$ cat src/rtl/clock_follower_and_generator_defines.svh
// ----------------------------------------------------------------------------
// Clock follower and generator: assertion macros
// Shared concurrent assertion forms for the clock follower design.
// ----------------------------------------------------------------------------
`ifndef CLOCK_FOLLOWER_AND_GENERATOR_DEFINES_SVH
`define CLOCK_FOLLOWER_AND_GENERATOR_DEFINES_SVH

// The consequent must hold in the same cycle as the antecedent.
`define CFAG_ASSERT_SAME(label, clk, rst_n, ante, cons) \
	label: assert property (@(posedge clk) disable iff (!rst_n) (ante) |-> (cons)) \
		else $error("clock follower assertion failed");

// The consequent must hold in the cycle after the antecedent.
`define CFAG_ASSERT_NEXT(label, clk, rst_n, ante, cons) \
	label: assert property (@(posedge clk) disable iff (!rst_n) (ante) |=> (cons)) \
		else $error("clock follower assertion failed");

`endif

$ cat src/rtl/cfag_pkg.sv
// ----------------------------------------------------------------------------
// Clock follower package
// Shared types, register indexes and reset values of the clock follower.
// ----------------------------------------------------------------------------
`default_nettype none

package cfag_pkg;

	localparam int COUNT_BITS_DEFAULT = 20;
	localparam int RING_DEPTH         = 4;
	localparam int RING_BITS          = $clog2(RING_DEPTH);
	localparam int SCALE_BITS         = 6;

	localparam int PERIOD_W    = 16;
	localparam int FACTOR_W    = 4;
	localparam int LEVEL_W     = 10;
	localparam int TIMEOUT_W   = 16;
	localparam int CFG_DATA_W  = 16;
	localparam int CFG_INDEX_W = 2;
	localparam int BASE_OUT_W  = 20;
	localparam int IN_DATA_W   = 16;
	localparam int OUT_DATA_W  = 24;

	localparam logic [PERIOD_W-1:0]  PERIOD_RESET    = 16'd500;
	localparam logic [FACTOR_W-1:0]  FACTOR_RESET    = 4'd6;
	localparam logic [LEVEL_W-1:0]   THRESHOLD_RESET = 10'd620;
	localparam logic [TIMEOUT_W-1:0] TIMEOUT_RESET   = 16'd3000;

	localparam logic [FACTOR_W-1:0] FACTOR_UNITY = 4'd6;
	localparam logic [FACTOR_W-1:0] FACTOR_MAX   = 4'd12;

	typedef enum logic [CFG_INDEX_W-1:0] {
		REG_INTERNAL_PERIOD = 2'd0,
		REG_FACTOR_SELECT   = 2'd1,
		REG_LEVEL_THRESHOLD = 2'd2,
		REG_TIMEOUT         = 2'd3
	} reg_index_t;

	typedef struct packed {
		logic [PERIOD_W-1:0]  internal_period;
		logic [FACTOR_W-1:0]  factor_select;
		logic [LEVEL_W-1:0]   level_threshold;
		logic [TIMEOUT_W-1:0] timeout;
	} cfg_t;

	typedef struct packed {
		logic [BASE_OUT_W-1:0] base_period_ms;
		logic                  external_mode;
		logic                  gate_out;
		logic                  tick;
	} result_t;

endpackage

`default_nettype wire

$ cat src/rtl/clock_follower_and_generator.sv
// ----------------------------------------------------------------------------
// Clock follower and generator
// Follows an external clock sampled once per millisecond, averages its
// period, and generates scaled ticks and a gate from it or an internal period.
// ----------------------------------------------------------------------------
//  Channel  | Direction | Contents
//  s_*      | in        | one millisecond sample per request
//  m_*      | out       | tick, gate, mode and base period per sample
//  cfg_*    | in        | register writes, no read-back
//
// A request is taken every cycle while s_tready is high; its result passes through
// the input register and then the result register before it leaves.
// The whole millisecond step is computed between those two registers.
// A stalled result register holds, and one more request waits in the input
// register before s_tready falls.
// Reset is asynchronous and clears the control and core state to its power-up values;
// the sample and result data registers are not reset.
`default_nettype none

`include "clock_follower_and_generator_defines.svh"

module clock_follower_and_generator #(
	parameter int COUNT_BITS = cfag_pkg::COUNT_BITS_DEFAULT
) (
	input  wire logic                               clk,
	input  wire logic                               arst_n,
	input  wire logic                               s_tvalid,
	output      logic                               s_tready,
	// clock_sample [9:0], zero fill [15:10]
	input  wire logic [cfag_pkg::IN_DATA_W-1:0]     s_tdata,
	output      logic                               m_tvalid,
	input  wire logic                               m_tready,
	// tick [0], gate_out [1], external_mode [2], base_period_ms [22:3], zero [23]
	output      logic [cfag_pkg::OUT_DATA_W-1:0]    m_tdata,
	input  wire logic                               cfg_we,
	input  wire logic [cfag_pkg::CFG_INDEX_W-1:0]   cfg_index,
	input  wire logic [cfag_pkg::CFG_DATA_W-1:0]    cfg_data
);

	cfag_pkg::cfg_t                   cfg;
	cfag_pkg::result_t                result;

	logic                             valid_s1;
	logic [cfag_pkg::LEVEL_W-1:0]     sample_s1;
	logic                             out_valid_q;
	cfag_pkg::result_t                out_q;
	logic                             out_load;
	logic                             advance;

	assign out_load = !out_valid_q || m_tready;
	assign advance  = valid_s1 && out_load;
	assign s_tready = !valid_s1 || out_load;

	cfag_cfg_regs u_cfg_regs (
		.clk       (clk),
		.arst_n    (arst_n),
		.cfg_we    (cfg_we),
		.cfg_index (cfg_index),
		.cfg_data  (cfg_data),
		.cfg       (cfg)
	);

	cfag_core #(
		.COUNT_BITS (COUNT_BITS)
	) u_core (
		.clk    (clk),
		.arst_n (arst_n),
		.step   (advance),
		.sample (sample_s1),
		.cfg    (cfg),
		.result (result)
	);

	always_ff @(posedge clk or negedge arst_n) begin
		if (!arst_n) begin
			valid_s1    <= 1'b0;
			out_valid_q <= 1'b0;
		end else begin
			if (s_tready) begin
				valid_s1 <= s_tvalid;
			end
			if (out_load) begin
				out_valid_q <= valid_s1;
			end
		end
	end

	always_ff @(posedge clk) begin
		if (s_tvalid && s_tready) begin
			sample_s1 <= s_tdata[cfag_pkg::LEVEL_W-1:0];
		end
		if (advance) begin
			out_q <= result;
		end
	end

	assign m_tvalid = out_valid_q;
	assign m_tdata  = cfag_pkg::OUT_DATA_W'(out_q);

	`CFAG_ASSERT_NEXT(a_s1_holds, clk, arst_n, valid_s1 && !advance,
		valid_s1 && $stable(sample_s1))
	`CFAG_ASSERT_NEXT(a_advance_shows, clk, arst_n, advance, out_valid_q)

endmodule

`default_nettype wire

$ cat src/rtl/cfag_cfg_regs.sv
// ----------------------------------------------------------------------------
// Clock follower configuration registers
// Decodes register writes and holds the four settings of the block.
// ----------------------------------------------------------------------------
`default_nettype none

module cfag_cfg_regs (
	input  wire logic                               clk,
	input  wire logic                               arst_n,
	input  wire logic                               cfg_we,
	input  wire logic [cfag_pkg::CFG_INDEX_W-1:0]   cfg_index,
	input  wire logic [cfag_pkg::CFG_DATA_W-1:0]    cfg_data,
	output cfag_pkg::cfg_t                          cfg
);

	cfag_pkg::cfg_t cfg_q;

	always_ff @(posedge clk or negedge arst_n) begin
		if (!arst_n) begin
			cfg_q.internal_period <= cfag_pkg::PERIOD_RESET;
			cfg_q.factor_select   <= cfag_pkg::FACTOR_RESET;
			cfg_q.level_threshold <= cfag_pkg::THRESHOLD_RESET;
			cfg_q.timeout         <= cfag_pkg::TIMEOUT_RESET;
		end else if (cfg_we) begin
			unique case (cfag_pkg::reg_index_t'(cfg_index))
				cfag_pkg::REG_INTERNAL_PERIOD: begin
					cfg_q.internal_period <= cfg_data[cfag_pkg::PERIOD_W-1:0];
				end
				cfag_pkg::REG_FACTOR_SELECT: begin
					cfg_q.factor_select <= cfg_data[cfag_pkg::FACTOR_W-1:0];
				end
				cfag_pkg::REG_LEVEL_THRESHOLD: begin
					cfg_q.level_threshold <= cfg_data[cfag_pkg::LEVEL_W-1:0];
				end
				cfag_pkg::REG_TIMEOUT: begin
					cfg_q.timeout <= cfg_data[cfag_pkg::TIMEOUT_W-1:0];
				end
				default: begin
				end
			endcase
		end
	end

	assign cfg = cfg_q;

endmodule

`default_nettype wire

$ cat src/rtl/cfag_core.sv
// ----------------------------------------------------------------------------
// Clock follower core
// Holds the follower state and computes one millisecond step per request.
// ----------------------------------------------------------------------------
`default_nettype none

`include "clock_follower_and_generator_defines.svh"

module cfag_core #(
	parameter int COUNT_BITS = cfag_pkg::COUNT_BITS_DEFAULT
) (
	input  wire logic                           clk,
	input  wire logic                           arst_n,
	input  wire logic                           step,
	input  wire logic [cfag_pkg::LEVEL_W-1:0]   sample,
	input  wire cfag_pkg::cfg_t                 cfg,
	output cfag_pkg::result_t                   result
);

	localparam int TICK_W = COUNT_BITS + cfag_pkg::SCALE_BITS;
	localparam int FIVE_W = TICK_W + 3;
	localparam int SUM_W  = COUNT_BITS + cfag_pkg::RING_BITS;
	localparam int WIDE_W = (COUNT_BITS > cfag_pkg::BASE_OUT_W) ?
		COUNT_BITS : cfag_pkg::BASE_OUT_W;

	logic                              prev_level_q;
	logic [COUNT_BITS-1:0]             since_edge_q;
	logic [COUNT_BITS-1:0]             uptime_q;
	logic [COUNT_BITS-1:0]             ring_q [cfag_pkg::RING_DEPTH];
	logic [cfag_pkg::RING_BITS-1:0]    slot_q;
	logic [SUM_W-1:0]                  sum_q;
	logic [COUNT_BITS-1:0]             avg_q;
	logic                              external_q;
	logic [TICK_W-1:0]                 since_tick_q;
	logic                              gate_q;

	logic                              level;
	logic                              rise;
	logic [COUNT_BITS-1:0]             uptime_inc;
	logic [COUNT_BITS-1:0]             since_edge_inc;
	logic [COUNT_BITS-1:0]             since_edge_new;
	logic [TICK_W-1:0]                 since_tick_inc;
	logic [TICK_W-1:0]                 since_tick_new;
	logic [SUM_W-1:0]                  sum_new;
	logic [COUNT_BITS-1:0]             avg_new;
	logic                              external_new;
	logic [COUNT_BITS-1:0]             base;
	logic [WIDE_W-1:0]                 base_wide;
	logic [cfag_pkg::FACTOR_W-1:0]     factor;
	logic [TICK_W-1:0]                 scaled;
	logic                              tick;
	logic [FIVE_W-1:0]                 five_times;
	logic                              gate_new;

	always_comb begin
		level = sample > cfg.level_threshold;
		rise  = !prev_level_q && level;

		uptime_inc     = (uptime_q == '1) ? uptime_q : uptime_q + 1'b1;
		since_edge_inc = (since_edge_q == '1) ? since_edge_q : since_edge_q + 1'b1;
		since_tick_inc = (since_tick_q == '1) ? since_tick_q : since_tick_q + 1'b1;

		// The running sum swaps the oldest interval for the new one.
		sum_new = sum_q - SUM_W'(ring_q[slot_q]) + SUM_W'(since_edge_inc);
		avg_new = rise ? sum_new[SUM_W-1:cfag_pkg::RING_BITS] : avg_q;
		since_edge_new = rise ? '0 : since_edge_inc;

		priority if (since_edge_new > COUNT_BITS'(cfg.timeout)) begin
			external_new = 1'b0;
		end else if (uptime_inc > COUNT_BITS'(cfg.timeout)) begin
			external_new = 1'b1;
		end else begin
			external_new = external_q;
		end

		base   = external_new ? avg_new : COUNT_BITS'(cfg.internal_period);
		factor = (cfg.factor_select > cfag_pkg::FACTOR_MAX) ?
			cfag_pkg::FACTOR_MAX : cfg.factor_select;
		if (factor <= cfag_pkg::FACTOR_UNITY) begin
			scaled = TICK_W'(base) << (cfag_pkg::FACTOR_UNITY - factor);
		end else begin
			scaled = TICK_W'(base) >> (factor - cfag_pkg::FACTOR_UNITY);
		end

		tick           = since_tick_inc >= scaled;
		since_tick_new = tick ? '0 : since_tick_inc;

		five_times = FIVE_W'({since_tick_new, 2'b00}) + FIVE_W'(since_tick_new);
		gate_new   = external_new ? gate_q : !(five_times >= FIVE_W'(scaled));

		base_wide = WIDE_W'(base);
		result.tick           = tick;
		result.gate_out       = gate_new;
		result.external_mode  = external_new;
		result.base_period_ms = base_wide[cfag_pkg::BASE_OUT_W-1:0];
	end

	always_ff @(posedge clk or negedge arst_n) begin
		if (!arst_n) begin
			prev_level_q <= 1'b0;
			since_edge_q <= '0;
			uptime_q     <= '0;
			for (int i = 0; i < cfag_pkg::RING_DEPTH; i++) begin
				ring_q[i] <= '0;
			end
			slot_q       <= '0;
			sum_q        <= '0;
			avg_q        <= '0;
			external_q   <= 1'b0;
			since_tick_q <= '0;
			gate_q       <= 1'b0;
		end else if (step) begin
			prev_level_q <= level;
			since_edge_q <= since_edge_new;
			uptime_q     <= uptime_inc;
			if (rise) begin
				ring_q[slot_q] <= since_edge_inc;
				slot_q         <= (slot_q == cfag_pkg::RING_BITS'(cfag_pkg::RING_DEPTH - 1)) ?
					'0 : slot_q + 1'b1;
				sum_q          <= sum_new;
			end
			avg_q        <= avg_new;
			external_q   <= external_new;
			since_tick_q <= since_tick_new;
			gate_q       <= gate_new;
		end
	end

	`CFAG_ASSERT_NEXT(a_tick_clears, clk, arst_n, step && tick, since_tick_q == '0)
	`CFAG_ASSERT_NEXT(a_rise_clears, clk, arst_n, step && rise, since_edge_q == '0)
	`CFAG_ASSERT_SAME(a_edge_le_up, clk, arst_n, 1'b1, since_edge_q <= uptime_q)

endmodule

`default_nettype wire
$ cat config.mk
export PLATFORM = sky130hd
export DESIGN_NAME = clock_follower_and_generator
export DESIGN_NICKNAME = d
export VERILOG_FILES = /design/src/rtl/cfag_pkg.sv /design/src/rtl/clock_follower_and_generator.sv /design/src/rtl/cfag_cfg_regs.sv /design/src/rtl/cfag_core.sv
export VERILOG_INCLUDE_DIRS = /design/src /design/src/rtl
export SDC_FILE = /design/constraint.sdc
export NUM_CORES = 1
export LEC_CHECK = 0
export BUFFER_PORTS_ARGS = -buffer_cell sky130_fd_sc_hd__clkbuf_2
export CORE_MARGIN = 2
export CORE_UTILIZATION = 50
export DETAILED_ROUTE_END_ITERATION = 8
export PLACE_DENSITY_LB_ADDON = 0.3
export SYNTH_ARGS = -nofsm -noshare
export SYNTH_HDL_FRONTEND = slang
export SYNTH_SLANG_ARGS = --single-unit
$ cat constraint.sdc
create_clock -name clk -period 25.4 [get_ports clk]
set_input_delay 1.27 -clock clk [delete_from_list [all_inputs] [get_ports clk]]
set_output_delay 1.27 -clock clk [all_outputs]
set_load 0.02 [all_outputs]
==> impl_metrics.env <==
export IMPL_status="finished, final reports clean"
export IMPL_finalCritPeriodShare_pct=57.2
export IMPL_synth_top_flop_cell="dfrtp_1"
export IMPL_synth_net_count=2501
export IMPL_dp_slack_ns=11.03
export IMPL_finalNetCount=2511
export IMPL_ir_drop_uv=81.1
export IMPL_pin_count=65
export IMPL_setup_violations=0
export IMPL_synth_cell_types=98
export IMPL_avgViaCountPerCell=6.22
export IMPL_slowest_delay_ns=0.92
export IMPL_critPathLaunchType="register"
export IMPL_dr_first_iter_drc_count=1485
export IMPL_synthArstFlopShare_pct=88.0
export IMPL_skew_ns=0.0384
export IMPL_dr_total_vias=17776
export IMPL_ff2ff_path_depth=47
export IMPL_critPathCaptureType="register"
export IMPL_root_buffer="clkbuf_16"
export IMPL_n_antenna_cell=0
export IMPL_clockBufferDepth=3
export IMPL_path_max_fanout=52
export IMPL_worstPathArrival_ns=14.97
export IMPL_cap_violations=0
export IMPL_synth_seq_cells=274
export IMPL_die_area_sq_um=43400
export IMPL_drt_first_pass_iters=6
export IMPL_min_path_type="register to register"
export IMPL_overflow=0
export IMPL_p_leak_nw=10.7
export IMPL_start_util_pct=50.9
export IMPL_postLayoutCellArea_sq_um=22700
export IMPL_grt_antenna_before_repair=3
export IMPL_crit_type="register to register"
export IMPL_grt_max_degree=108
export IMPL_clk_pin_slew_ns=0.06
export IMPL_nFillCells=3612
export IMPL_synth_warnings=0
export IMPL_cts_hold_buf=0
export IMPL_rsz0062_at_grt="no"
export IMPL_area_growth_pct=8.99
export IMPL_clkLatencyLatePin_ns=0.62
export IMPL_post_route_min_period_ns=14.53
export IMPL_required_ns=25.84
export IMPL_dp_hpwl_mm=46.5
export IMPL_drc=0
export IMPL_tns_ns=0
export IMPL_fin_util_pct=55.5
export IMPL_seq_area_frac_synth_pct=33.8
export IMPL_power_density_nw_per_um2=123
export IMPL_clock_fmax_ghz=0.0688
export IMPL_critPathSlowestCell="a2111oi_0"
export IMPL_wl_per_cell_um=21.6
export IMPL_placedInstanceArea_sq_um=21600
export IMPL_slew_headroom_pct=25.3
export IMPL_tightest_slew_ns=1.09
export IMPL_drt_antenna_violating_nets=0
export IMPL_post_cts_buffers=0
export IMPL_wirelength_mm=61.8
export IMPL_finalWeightedCongestion=0.936
export IMPL_seq_area_sq_um=7050
export IMPL_track_usage_pct=28.7
export IMPL_grt_pass1_wl_mm=99.0
export IMPL_core_sq_um=41000
export IMPL_grt_pass1_vias=17705
export IMPL_rows=74
export IMPL_synth_edf_count=33
export IMPL_min_delay_path_depth=1
export IMPL_drive_above_1_share_pct=13.6
export IMPL_finalPower_w=0.00279
export IMPL_cts_sinks=274
export IMPL_multi_input_area_sq_um=12800
export IMPL_die_width_um=208
export IMPL_io_buffers=57
export IMPL_crit_top_cell="a21o_1"
export IMPL_cts_tree="done"
export IMPL_layout_setup_ws_ns=10.87
export IMPL_slew_violations=0
export IMPL_cts_resized_gates=0
export IMPL_final_hold_viol_count=0
export IMPL_dieHeight_um=208
export IMPL_syn_area_per_cell_sq_um=9.11
export IMPL_htree_levels=1
export IMPL_synth_cells=2292
export IMPL_cts_buffers=31
export IMPL_syn_cell_area_sq_um=20900
==> cell usage in the layout (no fill, tap or decap), types with 17 or more instances in the layout <==
| master | n |
|---|---|
| and4_1 | 17 |
| a211oi_1 | 21 |
| buf_4 | 31 |
| nor2_1 | 121 |
| dfstp_2 | 20 |
| dfrtp_1 | 221 |
| nor3_1 | 37 |
| nand4_1 | 42 |
| o211ai_1 | 18 |
| clkbuf_16 | 32 |
| xor2_1 | 42 |
| ha_1 | 149 |
| fa_1 | 21 |
| mux2i_1 | 46 |
| nand2_1 | 326 |
| mux2_2 | 80 |
| a31oi_1 | 19 |
| xnor2_1 | 65 |
| o21ai_0 | 151 |
| nand3_1 | 61 |
| edfxtp_1 | 33 |
| mux4_2 | 37 |
| inv_1 | 147 |
| and2_1 | 41 |
| a21o_1 | 55 |
| clkbuf_2 | 56 |
| and3_1 | 27 |
| o31ai_1 | 41 |
| a21oi_1 | 97 |
==> kinds of logic after synthesis <==
kind of cell               synth area share [%]
xor gates and xnor gates                   4.60
muxes                                      10.7
DFF                                        33.8
other                                    0.0180
adders and majority gates                  10.9
and+or+nand+nor                            17.3
buffers and inverters                      4.93
AOI/OAI and AO/OA                          17.8
==> cell usage after synthesis, drive strengths merged (8+ instances only) <==
master   instances  share of area (%)
o211ai          18               0.65
nand3           62                1.5
or3             15               0.47
a31oi           20               0.63
nand2          329                6.0
o2111ai          9               0.41
nand2b          13               0.39
nor2           123                2.3
and4            17               0.71
nor4            11               0.40
mux2            82                4.5
o21ai          164                4.0
mux2i           46                2.2
nor2b           13               0.39
xor2            42                1.8
a21o            55                2.0
o21bai           8               0.29
clkbuf          79                1.4
xnor2           65                2.7
a211oi          22               0.82
and2            42                1.3
a2111oi          9               0.47
dfstp           20                2.5
o21a            16               0.58
nor3            39               0.96
mux4            37                4.0
o22ai           11               0.33
a221oi           9               0.41
inv            149                2.7
and3            27               0.81
o31ai           42                1.6
edfxtp          33                4.7
nand4           43                1.3
ha             149                8.9
buf             32               0.82
fa              21                2.0
a21oi           99                2.4
dfrtp          221                 26
==> state kept, by name (all words and copies together) (netlist names) <==
| name | flops |
|---|---|
| valid_s1 | 1 |
| u_core.since_tick_q | 26 |
| u_core.ring_q | 80 |
| u_core.slot_q | 2 |
| u_core.uptime_q | 20 |
| u_core.sum_q | 22 |
| u_core.since_edge_q | 20 |
| u_core.external_q | 1 |
| sample_s1 | 10 |
| u_core.prev_level_q | 1 |
| u_cfg_regs.cfg | 46 |
| u_core.avg_q | 20 |
| u_core.gate_q | 1 |
| m_tdata | 23 |
| m_tvalid | 1 |
==> worst max-delay path, delay by kind of cell (launching register included) <==
family | cells | cell delay [ns]
buffers and inverters | 2 | 1.01
adder cells (fa/ha/maj) | 4 | 1.21
AO/OA/AOI/OAI | 24 | 6.64
flip-flops | 1 | 0.46
XOR/XNOR | 2 | 0.89
multiplexers | 2 | 0.95
AND/OR/NAND/NOR | 13 | 3.14
==> through the flow <==
stage	hold WS [ns]	instances
final	0.477	2859
after global routing	0.501	2859
after CTS	0.475	2859
after detailed placement	0.462	2801
after global placement	0.457	2801
after floorplan	0.440	2292
==> power breakdown <==
group          switching [W]  total [W]  internal (W)
sequential         0.0000658   0.000614      0.000548
clock               0.000192   0.000492      0.000300
combinational        0.00104    0.00169      0.000647
total                0.00130    0.00279       0.00150
==> layer usage <==
| layer | global-route usage (%) | share of wire (%) | wire length (um) | up-vias |
|---|---|---|---|---|
| li1 | - | - | - | 8321 |
| met1 | 38.6 | 43 | 26800 | 8708 |
| met2 | 46.8 | 47 | 28700 | 596 |
| met3 | 3.80 | 5.6 | 3480 | 147 |
| met4 | 11.5 | 4.4 | 2690 | 4 |
| met5 | 0 | 0.044 | 27 | - |
==> final cells by class <==
type,count,area share [%]
Tap cell,532,2.93
Sequential cell,274,31.0
Inverter,149,2.47
Timing Repair Buffer,88,2.32
Clock inverter,10,0.737
Clock buffer,48,4.22
Multi-Input combinational cell,1758,56.3
==> path summary, 6_finish.rpt <==
check                                       start            endpoint  slack, ns
min                               u_core.avg_q[4]     u_core.avg_q[4]       0.48
max                        u_core.since_edge_q[6]          m_tdata[1]      10.87
min in group asynchronous                  arst_n   u_core.ring_q[78]       0.69
max reg2reg                u_core.since_edge_q[6]          m_tdata[1]      10.87
min reg2reg                       u_core.avg_q[4]     u_core.avg_q[4]       0.48
max in group asynchronous                  arst_n  u_cfg_regs.cfg[43]      23.14
Note: power is estimated with default switching activity, not from simulation.
